===== src/x86e_pkg.sv =====
package x86e_pkg;

  // operand classes
  localparam logic [2:0] KReg = 3'd0;
  localparam logic [2:0] KImm = 3'd1;
  localparam logic [2:0] KMem = 3'd2;
  localparam logic [2:0] KRel = 3'd3;
  localparam logic [2:0] KXmm = 3'd4;
  localparam logic [2:0] KLab = 3'd5;

  // instruction forms
  localparam logic [5:0] FSyscall = 6'd0;
  localparam logic [5:0] FRet     = 6'd1;
  localparam logic [5:0] FPush    = 6'd2;
  localparam logic [5:0] FPop     = 6'd3;
  localparam logic [5:0] FDq      = 6'd4;
  localparam logic [5:0] FXor     = 6'd5;
  localparam logic [5:0] FTest    = 6'd6;
  localparam logic [5:0] FMov     = 6'd7;
  localparam logic [5:0] FAdd     = 6'd8;
  localparam logic [5:0] FSub     = 6'd9;
  localparam logic [5:0] FCmp     = 6'd10;
  localparam logic [5:0] FInc     = 6'd11;
  localparam logic [5:0] FDec     = 6'd12;
  localparam logic [5:0] FDiv     = 6'd13;
  localparam logic [5:0] FLea     = 6'd14;
  localparam logic [5:0] FMovzx   = 6'd15;
  localparam logic [5:0] FMovsd   = 6'd16;
  localparam logic [5:0] FXorpd   = 6'd17;
  localparam logic [5:0] FUcomisd = 6'd18;
  localparam logic [5:0] FCvtt    = 6'd19;
  localparam logic [5:0] FCvtsi   = 6'd20;
  localparam logic [5:0] FAddsd   = 6'd21;
  localparam logic [5:0] FSqrtsd  = 6'd25;
  localparam logic [5:0] FJmp     = 6'd26;
  localparam logic [5:0] FCall    = 6'd27;
  localparam logic [5:0] FJe      = 6'd28;
  localparam logic [5:0] FJbe     = 6'd37;

  localparam int unsigned QueueDepth = 2;

  // one classified instruction: up to eight bytes, a count and a rel32 slot
  typedef struct packed {
    logic [7:0][7:0] bytes;
    logic [3:0]      count;    // 1..8
    logic            err;
    logic            has_rel;
    logic [2:0]      rel_pos;  // first byte of rel32
    logic [3:0]      rel_end;  // length counted from start for rel32 base
    logic [63:0]     target;
  } x86e_item_t;

  function automatic logic [7:0] jcc_op(input logic [5:0] k);
    logic [7:0] r;
    case (k)
      6'd28: r = 8'h84;
      6'd29: r = 8'h85;
      6'd30: r = 8'h8C;
      6'd31: r = 8'h8D;
      6'd32: r = 8'h8E;
      6'd33: r = 8'h8F;
      6'd34: r = 8'h87;
      6'd35: r = 8'h82;
      6'd36: r = 8'h83;
      default: r = 8'h86;
    endcase
    return r;
  endfunction

  function automatic logic [7:0] arith_op(input logic [5:0] k);
    logic [7:0] r;
    case (k)
      6'd21: r = 8'h58;
      6'd22: r = 8'h5C;
      6'd23: r = 8'h59;
      6'd24: r = 8'h5E;
      default: r = 8'h51;
    endcase
    return r;
  endfunction

endpackage


===== src/x86e_front.sv =====
module x86e_front (
  input  logic                  clk_i,
  input  logic                  rst_ni,
  input  logic                  valid_i,
  output logic                  ready_o,
  input  logic [5:0]            kind_i,
  input  logic [2:0]            first_kind_i,
  input  logic [2:0]            second_kind_i,
  input  logic [2:0]            first_reg_i,
  input  logic [2:0]            second_reg_i,
  input  logic                  byte_register_i,
  input  logic [31:0]           immediate_i,
  input  logic [7:0]            displacement_i,
  input  logic [63:0]           target_address_i,
  input  logic [63:0]           literal_bits_i,
  output logic                  q_valid_o,
  input  logic                  q_ready_i,
  output x86e_pkg::x86e_item_t  q_item_o
);
  import x86e_pkg::*;

  x86e_item_t it;
  logic [7:0][7:0] b;
  logic [3:0] n;
  logic ok;
  logic [2:0] k0, k1, r0, r1;
  logic [7:0] d;

  // small fifo between front and back
  x86e_item_t mem_q [QueueDepth];
  logic [0:0] wp_q, rp_q;
  logic [1:0] cnt_q;

  // append helpers as inline logic via a combinational builder
  always_comb begin
    logic [2:0] base, regf;
    logic nodisp, memf, relf, rrf;
    logic [7:0] opc;
    k0 = first_kind_i; k1 = second_kind_i;
    r0 = first_reg_i;  r1 = second_reg_i;
    d  = displacement_i;
    b  = '0;
    n  = 4'd0;
    ok = 1'b1;
    it = '0;
    base = 3'd0; regf = 3'd0; nodisp = 1'b0; memf = 1'b0; relf = 1'b0; rrf = 1'b0;
    opc = 8'h00;
    it.target = target_address_i;
    unique case (kind_i)
      FSyscall: begin b[0] = 8'h0F; b[1] = 8'h05; n = 4'd2; end
      FRet: begin b[0] = 8'hC3; n = 4'd1; end
      FPush: begin b[0] = 8'h50 + {5'd0, r0}; n = 4'd1; end
      FPop: begin b[0] = 8'h58 + {5'd0, r0}; n = 4'd1; end
      FDq: begin b = literal_bits_i; n = 4'd8; end
      FXor, FTest: begin
        b[0] = 8'h48; b[1] = (kind_i == FXor) ? 8'h33 : 8'h85;
        b[2] = {2'b11, r0, r1}; n = 4'd3;
      end
      FMov: begin
        if (k0 == KReg && k1 == KImm) begin
          if (byte_register_i) begin
            b[0] = 8'hB0 + {5'd0, r0}; b[1] = immediate_i[7:0]; n = 4'd2;
          end else begin
            b[0] = 8'h48; b[1] = 8'hC7; b[2] = {5'b11000, r0};
            b[3] = immediate_i[7:0]; b[4] = immediate_i[15:8];
            b[5] = immediate_i[23:16]; b[6] = immediate_i[31:24]; n = 4'd7;
          end
        end else if (k0 == KReg && k1 == KReg) begin
          b[0] = 8'h48; b[1] = 8'h89; b[2] = {2'b11, r1, r0}; n = 4'd3;
        end else if (k0 == KMem && k1 == KReg) begin
          b[0] = 8'h88; n = 4'd1; memf = 1'b1; regf = r1; base = r0;
          nodisp = (d == 8'd0) && (r0 != 3'd5);
        end else begin
          ok = 1'b0;
        end
      end
      FAdd, FSub, FCmp: begin
        regf = (kind_i == FAdd) ? 3'd0 : (kind_i == FSub) ? 3'd5 : 3'd7;
        if (byte_register_i) begin
          b[0] = 8'h80; b[1] = {2'b11, regf, r0}; b[2] = immediate_i[7:0]; n = 4'd3;
        end else begin
          b[0] = 8'h48; b[1] = 8'h83; b[2] = {2'b11, regf, r0};
          b[3] = immediate_i[7:0]; n = 4'd4;
        end
      end
      FInc, FDec, FDiv: begin
        b[0] = 8'h48; b[1] = (kind_i == FDiv) ? 8'hF7 : 8'hFF;
        regf = (kind_i == FInc) ? 3'd0 : (kind_i == FDec) ? 3'd1 : 3'd6;
        b[2] = {2'b11, regf, r0}; n = 4'd3;
      end
      FLea: begin
        b[0] = 8'h48; b[1] = 8'h8D; n = 4'd2;
        memf = 1'b1; regf = r0; base = r1; nodisp = 1'b0;
      end
      FMovzx: begin
        if (k0 == KReg && (k1 == KReg || k1 == KMem)) begin
          b[0] = 8'h48; b[1] = 8'h0F; b[2] = 8'hB6; n = 4'd3;
          if (k1 == KReg) begin
            b[3] = {2'b11, r0, r1}; n = 4'd4;
          end else begin
            memf = 1'b1; regf = r0; base = r1; nodisp = 1'b0;
          end
        end else begin
          ok = 1'b0;
        end
      end
      FCvtt, FCvtsi: begin
        if ((kind_i == FCvtt && k0 == KReg && k1 == KXmm) ||
            (kind_i == FCvtsi && k0 == KXmm && k1 == KReg)) begin
          b[0] = 8'hF2; b[1] = 8'h48; b[2] = 8'h0F;
          b[3] = (kind_i == FCvtt) ? 8'h2C : 8'h2A;
          b[4] = {2'b11, r0, r1}; n = 4'd5;
        end else begin
          ok = 1'b0;
        end
      end
      FJmp, FCall: begin
        if (k0 == KLab) begin
          b[0] = (kind_i == FJmp) ? 8'hE9 : 8'hE8; n = 4'd5;
          it.has_rel = 1'b1; it.rel_pos = 3'd1; it.rel_end = 4'd5;
        end else begin
          ok = 1'b0;
        end
      end
      default: begin
        if (kind_i >= FJe && kind_i <= FJbe) begin
          if (k0 == KLab) begin
            b[0] = 8'h0F; b[1] = jcc_op(kind_i); n = 4'd6;
            it.has_rel = 1'b1; it.rel_pos = 3'd2; it.rel_end = 4'd6;
          end else begin
            ok = 1'b0;
          end
        end else if (kind_i >= FMovsd && kind_i <= FSqrtsd) begin
          // sse forms: movsd store, or xmm with xmm / rel / mem (no mem for xorpd)
          if (kind_i == FMovsd && k0 == KMem && k1 == KXmm) begin
            b[0] = 8'hF2; b[1] = 8'h0F; b[2] = 8'h11; n = 4'd3;
            memf = 1'b1; regf = r1; base = r0;
            nodisp = (r0 == 3'd4) && (d == 8'd0);
          end else if (k0 == KXmm && (k1 == KXmm || k1 == KRel ||
                       (kind_i != FXorpd && k1 == KMem))) begin
            case (kind_i)
              FMovsd:   begin b[0] = 8'hF2; opc = 8'h10; end
              FXorpd:   begin b[0] = 8'h66; opc = 8'h57; end
              FUcomisd: begin b[0] = 8'h66; opc = 8'h2E; end
              default:  begin b[0] = 8'hF2; opc = arith_op(kind_i); end
            endcase
            b[1] = 8'h0F; b[2] = opc; n = 4'd3;
            if (k1 == KXmm) begin
              b[3] = {2'b11, r0, r1}; n = 4'd4;
            end else if (k1 == KRel) begin
              b[3] = {2'b00, r0, 3'd5}; n = 4'd8;
              it.has_rel = 1'b1; it.rel_pos = 3'd4; it.rel_end = 4'd8;
            end else begin
              memf = 1'b1; regf = r0; base = r1;
              nodisp = (r1 == 3'd4) && (d == 8'd0);
            end
          end else begin
            ok = 1'b0;
          end
        end else begin
          ok = 1'b0;
        end
      end
    endcase
    // memory operand tail: modrm, optional sib, optional disp8
    if (memf) begin
      b[n[2:0]] = {1'b0, ~nodisp, regf, base};
      n = n + 4'd1;
      if (base == 3'd4) begin
        b[n[2:0]] = 8'h24; n = n + 4'd1;
      end
      if (!nodisp) begin
        b[n[2:0]] = d; n = n + 4'd1;
      end
    end
    it.bytes = b;
    it.count = n;
    if (!ok) begin
      it.bytes = '0; it.count = 4'd1; it.err = 1'b1; it.has_rel = 1'b0;
    end
  end

  // queue write and read
  assign ready_o   = (cnt_q != 2'(QueueDepth));
  assign q_valid_o = (cnt_q != 2'd0);
  assign q_item_o  = mem_q[rp_q];

  always_ff @(posedge clk_i or negedge rst_ni) begin
    if (!rst_ni) begin
      wp_q <= '0; rp_q <= '0; cnt_q <= '0;
    end else begin
      if (valid_i && ready_o) wp_q <= wp_q + 1'b1;
      if (q_valid_o && q_ready_i) rp_q <= rp_q + 1'b1;
      cnt_q <= cnt_q + 2'(valid_i && ready_o) - 2'(q_valid_o && q_ready_i);
    end
  end

  always_ff @(posedge clk_i) begin
    if (valid_i && ready_o) mem_q[wp_q] <= it;
  end

endmodule


===== src/x86e_back.sv =====
module x86e_back (
  input  logic                  clk_i,
  input  logic                  rst_ni,
  input  logic                  cfg_we_i,
  input  logic [63:0]           cfg_data_i,
  input  logic                  q_valid_i,
  output logic                  q_ready_o,
  input  x86e_pkg::x86e_item_t  q_item_i,
  output logic                  valid_o,
  input  logic                  ready_i,
  output logic [7:0]            out_byte_o,
  output logic                  last_o,
  output logic                  error_o
);
  import x86e_pkg::*;

  logic [63:0] addr_q, addr_d;
  logic [31:0] rel_q;
  logic [31:0] rel_w;
  logic [2:0]  idx_q;
  logic        started_q;
  logic [7:0]  byte_c;
  logic        last_c, fire;
  logic [1:0]  off;

  // rel32 computed once when an item reaches the head
  assign rel_w = rel_q;

  always_comb begin
    off = idx_q[1:0] - q_item_i.rel_pos[1:0];
    byte_c = q_item_i.bytes[idx_q];
    if (q_item_i.has_rel && idx_q >= q_item_i.rel_pos) begin
      byte_c = rel_w[8*off +: 8];
    end
  end

  assign last_c = ({1'b0, idx_q} == q_item_i.count - 4'd1);
  // output register accepts when empty or being drained
  assign fire = q_valid_i && started_q && (!valid_o || ready_i);
  assign q_ready_o = fire && last_c;
  assign addr_d = addr_q + {60'd0, q_item_i.count};

  always_ff @(posedge clk_i or negedge rst_ni) begin
    if (!rst_ni) begin
      addr_q <= '0; idx_q <= '0; started_q <= 1'b0; valid_o <= 1'b0;
    end else begin
      valid_o <= fire || (valid_o && !ready_i);
      if (q_valid_i && !started_q) begin
        started_q <= 1'b1;
      end
      if (fire) begin
        if (last_c) begin
          idx_q <= '0; started_q <= 1'b0;
        end else begin
          idx_q <= idx_q + 3'd1;
        end
      end
      if (cfg_we_i) addr_q <= cfg_data_i;
      else if (fire && last_c) addr_q <= addr_d;
    end
  end

  // rel32 setup: registered at the head before the item is started, ahead of the first byte
  always_ff @(posedge clk_i) begin
    if (q_valid_i && !started_q)
      rel_q <= q_item_i.target[31:0] - (addr_q[31:0] + {28'd0, q_item_i.rel_end});
    if (fire) begin
      out_byte_o <= byte_c; last_o <= last_c; error_o <= q_item_i.err;
    end
  end

endmodule


===== src/x86_64_instruction_encoder.sv =====
// Encodes one parsed x86-64 instruction per transfer into its machine code,
// one byte per output transfer with last on the final byte and error (byte
// zero) for an unsupported operand combination. A front stage classifies the
// instruction into up to eight bytes and pushes it into a two-entry queue; the
// back stage emits one byte per cycle while the receiver is ready, after a
// setup step at the queue head in which rel32 is formed from the running
// address. The start address register (address 0x0) sets and reloads that
// address.
module x86_64_instruction_encoder (
  input  logic        clk_i,
  input  logic        rst_ni,
  input  logic        psel,
  input  logic        penable,
  input  logic        pwrite,
  input  logic [0:0]  paddr,
  input  logic [63:0] pwdata,
  output logic [63:0] prdata,
  output logic        pready,
  input  logic        valid_i,
  output logic        ready_o,
  input  logic [5:0]  kind_i,
  input  logic [2:0]  first_kind_i,
  input  logic [2:0]  second_kind_i,
  input  logic [2:0]  first_reg_i,
  input  logic [2:0]  second_reg_i,
  input  logic        byte_register_i,
  input  logic [31:0] immediate_i,
  input  logic [7:0]  displacement_i,
  input  logic [63:0] target_address_i,
  input  logic [63:0] literal_bits_i,
  output logic        valid_o,
  input  logic        ready_i,
  output logic [7:0]  out_byte_o,
  output logic        last_o,
  output logic        error_o
);
  import x86e_pkg::*;

  logic        q_valid, q_ready, cfg_we;
  x86e_item_t  q_item;
  logic [63:0] start_q;

  // config register
  assign pready = 1'b1;
  assign cfg_we = psel && penable && pwrite && (paddr == 1'b0);
  assign prdata = (paddr == 1'b0) ? start_q : 64'd0;

  always_ff @(posedge clk_i or negedge rst_ni) begin
    if (!rst_ni) start_q <= '0;
    else if (cfg_we) start_q <= pwdata;
  end

  x86e_front u_front (
    .clk_i, .rst_ni, .valid_i, .ready_o, .kind_i, .first_kind_i, .second_kind_i,
    .first_reg_i, .second_reg_i, .byte_register_i, .immediate_i, .displacement_i,
    .target_address_i, .literal_bits_i,
    .q_valid_o(q_valid), .q_ready_i(q_ready), .q_item_o(q_item)
  );

  x86e_back u_back (
    .clk_i, .rst_ni, .cfg_we_i(cfg_we), .cfg_data_i(pwdata),
    .q_valid_i(q_valid), .q_ready_o(q_ready), .q_item_i(q_item),
    .valid_o, .ready_i, .out_byte_o, .last_o, .error_o
  );

endmodule


===== config.mk =====
export PLATFORM = sky130hd
export DESIGN_NAME = x86_64_instruction_encoder
export DESIGN_NICKNAME = d
export VERILOG_FILES = /design/src/x86e_pkg.sv /design/src/x86e_front.sv /design/src/x86e_back.sv /design/src/x86_64_instruction_encoder.sv
export SDC_FILE = /design/constraint.sdc
export NUM_CORES = 1
export LEC_CHECK = 0
export BUFFER_PORTS_ARGS = -buffer_cell sky130_fd_sc_hd__buf_2
export CAP_MARGIN = 20
export CELL_PAD_IN_SITES_DETAIL_PLACEMENT = 0
export CELL_PAD_IN_SITES_GLOBAL_PLACEMENT = 1
export CORE_MARGIN = 3
export CORE_UTILIZATION = 35
export CTS_CLUSTER_DIAMETER = 120
export DETAILED_ROUTE_END_ITERATION = 10
export GPL_ROUTABILITY_DRIVEN = 1
export PLACE_DENSITY_LB_ADDON = 0.1
export SLEW_MARGIN = 20
export SYNTH_ARGS = -nofsm -noshare
export SYNTH_HDL_FRONTEND = slang
export SYNTH_SLANG_ARGS = --single-unit

===== constraint.sdc =====
create_clock -name clk_i -period 14 [get_ports clk_i]
set_clock_uncertainty 0.1 [all_clocks]
set_input_delay 2.8 -clock clk_i [delete_from_list [all_inputs] [get_ports clk_i]]
set_output_delay 2.8 -clock clk_i [all_outputs]
set_load 0.05 [all_outputs]

; ---- Word level (Yosys, flattened, before mapping)
; Memory sizes are Yosys's and may differ from the RTL's.
; Index checks and enable logic that the tools add are counted.
[classes]
n_addsub = 16
order_cmp = 12
eq_ne = 49
n_shift = 1
muxes = 153
bitwise_logic = 5
reduce_logical = 65
[op_table]
columns = cell, count
row1 = 2-to-1 mux 64 bit, 7
row2 = 2-to-1 mux 8 bit, 24
row3 = bitwise mux 64 bit, 2
row4 = 2-to-1 mux 32 bit, 4
row5 = 2-to-1 mux 3 bit, 33
row6 = "equality test 6 x 5 -> 1 bit, second input constant", 15
row7 = case mux 8 bit (11 select lines), 1
row8 = 2-to-1 mux 16 bit, 5
row9 = 2-to-1 mux 40 bit, 2
row10 = case mux 8 bit (10 select lines), 1
row11 = demux 8 bit (select 3 bit), 3
row12 = 2-to-1 mux 24 bit, 3
row13 = case mux 4 bit (9 select lines), 2
row14 = 2-to-1 mux 70 bit, 1
row15 = adder 64 x 4 -> 64 bit, 1
row16 = case mux 8 bit (8 select lines), 1
row17 = 2-to-1 mux 4 bit, 14
row18 = AND 48 bit, 1
row19 = "equality test 6 x 4 -> 1 bit, second input constant", 8
row20 = inverter 48 bit, 1
row21 = case mux 8 bit (3 select lines), 2
row22 = case mux 8 bit (6 select lines), 1
row23 = 2-to-1 mux 1 bit, 36
row24 = adder 32 x 4 -> 32 bit, 1
row25 = other kinds (60), 132
[totals]
register_bits = 179
ramBits = 282
elab_cells = 314
n_memories = 1
[memory_table]
columns = memory, depth, word_bits, rd, rd_ports_with_merged_regs, wr, line_no
row1 = u_front.mem_q, 2, 141, 1, 0, 1, x86e_front.sv:30  ; x86e_item_t mem_q [QueueDepth];

; ---- Depth between registers and ports, before layout
[logic_depth]
depth_word = 22
ltp_mapped = 19
ltp_nobuf = 14

; ---- By module
; From an unflattened synthesis, not the netlist that was laid out.
[unflattened]
hier_cells = 2136
area_unflattened_um2 = 24643.6
[modules_own_cells]
columns = mod, instances, cells_each, area_per_inst_um2
row1 = x86e_front, 1, 1197, 14899.3
row2 = x86e_back, 1, 729, 6698.9
row3 = x86_64_instruction_encoder, 1, 210, 3045.4

; ---- Worst setup path after synthesis
; Ideal clock, no wire load.
[synth_path]
path_kind = in2reg
startpoint = in valid_i
endpoint = mem u_front.mem_q[0][0] (netlist bit), enable pin
setup_ns = 0.572
t_arrival_ns = 7.319
t_required_ns = 13.328
path_slack_ns = 6.008
cell_stages = 2
path_buffers = 0
cell_sequence = nand2_1 nor2_1
[synth_between]
elab_chain_len = 3
[synth_lines]
columns = item, line_no
row1 = start: declaration, x86_64_instruction_encoder.sv:19  ; input logic valid_i,
row2 = logical AND 1 bit, x86e_front.sv:199  ; if (valid_i && ready_o) mem_q[wp_q] <= it;
row3 = 2-to-1 mux 1 bit, x86e_front.sv:199
row4 = 2-to-1 mux 1 bit (not written as such), x86e_front.sv:199
row5 = end: declaration, x86e_front.sv:30
; No other way between the ends.

==> reports/qor.log <==
INFO  detailed_routing routed_wirelength=73.83mm
INFO  setup_path     crit_path_end_kind=flip-flop
INFO  global_route   grt_pass1_wl=108.6mm
INFO  global_route   grt_antenna_before_repair=1
INFO  finish         synthToLayoutAreaGrowth=16.36%
INFO  clocking       cts_buffers=40
INFO  synthesis      ys_ff_latch=359
INFO  detailed_routing drt_drc_violations_left=0
INFO  setup_path     timing.setup.critical_path_class=input pin to flip-flop
INFO  setup_path     crit_path_frequent_cell=sky130_fd_sc_hd__and3_1
INFO  setup_path     critical-path-max-stage-delay=800ps
INFO  detailed_routing route.detailed.vias_per_inst=5.592
INFO  synthesis      synthesis.instances=1999
INFO  synthesis      yosys_synthesis_warning_count=0
INFO  timing         final_min_period_over_clock_period=58.12%
INFO  clocking       post_cts_resize_count=0
INFO  global_route   total_global_routing_track_utilization=22.73%
INFO  power          power.density_cell_area=187.6mW/mm^2
INFO  power          power=4.642mW
INFO  setup_path     ff2ff_setup_slack=8630ps
INFO  synthesis      synthesis.area_per_instance=10.64squm
INFO  setup_path     critPathLaunchType=input pin
INFO  global_route   grt_max_degree=96
INFO  clocking       ctsHoldBuffers=0
INFO  clocking       htree_levels=2
INFO  timing         timing.final.hold_violations=0
INFO  synthesis      mappedNetlistArea=0.02127sqmm
INFO  timing         finalSetupViolations=0
INFO  setup_path     crit_path_cell_trace=buf_2 -> or4b_1 -> o211a_1 -> o211ai_1 -> and3_1 -> and3_1 -> clkinv_4 -> ha_1 -> xnor2_2 -> o211ai_2 -> a22o_1 -> a21o_1 -> a221oi_1
INFO  job            drv_cap=0
INFO  power          cellLeakagePower=9.961nW
INFO  die            floorplan.die_area=0.06376sqmm
INFO  status         run_status=finished, final reports clean
INFO  die            pin_count=336
INFO  finish         post_route_cells_drive_above_1_share=22.13%
INFO  setup_path     arrival=8310ps
INFO  synthesis      ys_types=106
INFO  timing         timing.fmax=122.9MHz
INFO  timing         grt_setup_unrepaired=no
INFO  clocking       cts.clk_slew.worst_paths=60ps
INFO  timing         slew_worst_pin=1180ps
INFO  clocking       cts_root_buf=sky130_fd_sc_hd__clkbuf_16
INFO  finish         nNetsFinal=2592
INFO  synthesis      synth-main-ff-cell=sky130_fd_sc_hd__edfxtp_1
INFO  setup_path     worst-endpoint-required=14180ps
INFO  finish         leading_cell_type_in_the_layout_fill_and_taps_excluded=sky130_fd_sc_hd__nand2_1
INFO  detailed_routing wl_per_cell=24.16um
INFO  finish         most-common-layout-cells=309 x sky130_fd_sc_hd__nand2_1, 300 x sky130_fd_sc_hd__buf_2, 254 x sky130_fd_sc_hd__edfxtp_1
INFO  placement      gpl.final_weighted_congestion=0.9455
INFO  placement      buffer_ports.inserted=302
INFO  timing         final.setup.worst_slack=5863ps
INFO  synthesis      synthesis.nets=2338
INFO  detailed_routing vias=17090
INFO  timing         fin_crit=8137ps
INFO  timing         setup-tns-final=0ps
INFO  setup_path     cpLargestDelayFamily=compound AO/OA/AOI/OAI gates
INFO  die            floorplan.rows=89
INFO  timing         slew_viol_final=0
INFO  die            start_util=35.70%
INFO  clocking       post_cts_setup_buffer_count=0
INFO  setup_path     timing.critical_path.buf_inv=2
INFO  detailed_routing remaining_number_of_nets_flagged_by_the_antenna_check_after_routing=0
INFO  synthesis      synth-async-reset-ratio=29.25%
INFO  die            dieWidth=252.5um
INFO  global_route   first_global_vias=17050
INFO  clocking       clock_insertion_delay_worst_skew=580ps
INFO  clocking       tritoncts_num_sinks=359
INFO  die            die_y_extent=252.5um
INFO  detailed_routing detail_route.first_pass.iterations=6
INFO  timing         relSlewSlack=21.31%
INFO  setup_path     critPathSlowestCell=sky130_fd_sc_hd__or4b_1
INFO  placement      detailed_place_hpwl=55.62mm
INFO  die            coreArea=0.05958sqmm
INFO  synthesis      synth_enable_flop_cells=254
INFO  synthesis      seq_area_frac_synth=48.22%
INFO  hold_path      class_of_the_tightest_hold_or_removal_check=flip-flop to flip-flop
INFO  setup_path     critical_path_peak_fanout=36
INFO  global_route   grt-ovfl-total=0
INFO  placement      place_worst_setup_slack=5402ps
INFO  power          peakVddDrop=102.9uV
INFO  clocking       cts_tree=yes
INFO  clocking       cts_max_path_buffers=3
INFO  detailed_routing dr.first_iter.drc_count=1458
-- final timing paths --
check,from,endpoint,depth (start not counted)
worst min register to register,start_q[40]$_DFFE_PN0P_,start_q[40]$_DFFE_PN0P_,2
worst max register to register,u_front.rp_q$_DFFE_PN0P_,u_back.rel_q[28]$_DFFE_PP_,12
min in group asynchronous,rst_ni,start_q[15]$_DFFE_PN0P_,1
worst min-delay path,start_q[40]$_DFFE_PN0P_,start_q[40]$_DFFE_PN0P_,2
worst max-delay path,kind_i[3],u_front.mem_q[0][137]$_DFFE_PP_,13
max in group asynchronous,rst_ni,u_back.addr_q[21]$_DFFE_PN0P_,2
-- area by class of cell --
cell class	instances	area [sq um]
fill	5923	34830
sequential	359	10260
multi-input combinational	1425	10190
timing repair buffer	325	1689
clock buffer	50	1060
tap	773	967.2
inverter	102	392.9
clock inverter	21	185.2
antenna	1	2.502
-- routing by layer --
layer  global-route usage, %  wire length (um)  vias to the layer above
met3                   3.056              3826                      129
met2                   38.83             36450                      590
li1                        -                 -                     7950
met4                   8.784              2920                        0
met1                   29.39             30630                     8419
met5                       0                 0                        -
-- synth_stat cells, types with 14 or more instances --
cell type                  instances  area [sq um]
sky130_fd_sc_hd__nand2_1         309          1160
sky130_fd_sc_hd__edfxtp_1        254          7627
sky130_fd_sc_hd__dfrtp_1         105          2628
sky130_fd_sc_hd__o21ai_0         104         520.5
sky130_fd_sc_hd__inv_1           100         375.4
sky130_fd_sc_hd__nor2_1           95         356.6
sky130_fd_sc_hd__a21oi_1          88         440.4
sky130_fd_sc_hd__clkbuf_1         77         289.0
sky130_fd_sc_hd__nor2b_1          77         481.7
sky130_fd_sc_hd__ha_1             75         938.4
sky130_fd_sc_hd__nand3_1          51         255.2
sky130_fd_sc_hd__mux2i_1          50         500.5
sky130_fd_sc_hd__xnor2_1          50         437.9
sky130_fd_sc_hd__mux4_2           48          1081
sky130_fd_sc_hd__a22oi_1          39         292.8
sky130_fd_sc_hd__a221oi_1         35         306.5
sky130_fd_sc_hd__xor2_1           21         183.9
sky130_fd_sc_hd__nor3_1           18         90.09
sky130_fd_sc_hd__buf_2            17         85.08
sky130_fd_sc_hd__a21o_1           16         120.1
sky130_fd_sc_hd__mux2_2           16         180.2
sky130_fd_sc_hd__o211ai_1         16         120.1
sky130_fd_sc_hd__a31oi_1          15         93.84
sky130_fd_sc_hd__and2_1           15         93.84
sky130_fd_sc_hd__buf_1            15         56.30
sky130_fd_sc_hd__and3_1           14         87.58
sky130_fd_sc_hd__nand2b_1         14         87.58
-- state kept, by name, summed over array words and instances (netlist names) --
signal,flops
u_back.out_byte_o,8
u_back.valid_o,1
start_q,64
u_back.idx_q,3
u_back.addr_q,32
u_back.rel_q,32
u_front.cnt_q,2
u_back.last_o,1
u_back.started_q,1
u_back.error_o,1
u_front.mem_q,212
u_front.wp_q,1
u_front.rp_q,1
-- power breakdown --
part | switching, mW | leakage [nW] | internal [mW]
Clock | 0.438 | 0.606 | 0.562
Combinational | 1.19 | 5.66 | 0.806
Sequential | 0.149 | 3.69 | 1.50
-- worst register-to-register path, delay by kind of cell (launching register included) --
kind / cells / cell delay [ps]
AOI/OAI and AO/OA: 8 / 2280
adders and majority gates: 2 / 860
DFF: 1 / 900
muxes: 1 / 520
and+or+nand+nor: 1 / 500
-- cells by family after synthesis --
logic type / count (synthesis) / share of synthesized area (%)
xor+xnor: 73 / 3.077
other cells: 1 / 0.01763
buf+inv: 215 / 4.048
fa+ha+maj: 80 / 4.883
simple gates: 680 / 15.71
flops: 359 / 48.22
mux: 114 / 8.284
compound gates: 477 / 15.76
-- per-stage QoR --
step                      cells  util (%)  hold slack, ps  cell area, sq um
after floorplan            1999         -           337.9             21270
final                      3056     41.54           361.8             24750
after CTS                  3055     41.53           368.4             24740
after global placement     2984     39.44           349.8             23500
after detailed placement   2984     39.44           354.4             23500
after global routing       3056     41.54           387.6             24750
Power figures use the tool's default switching activity.
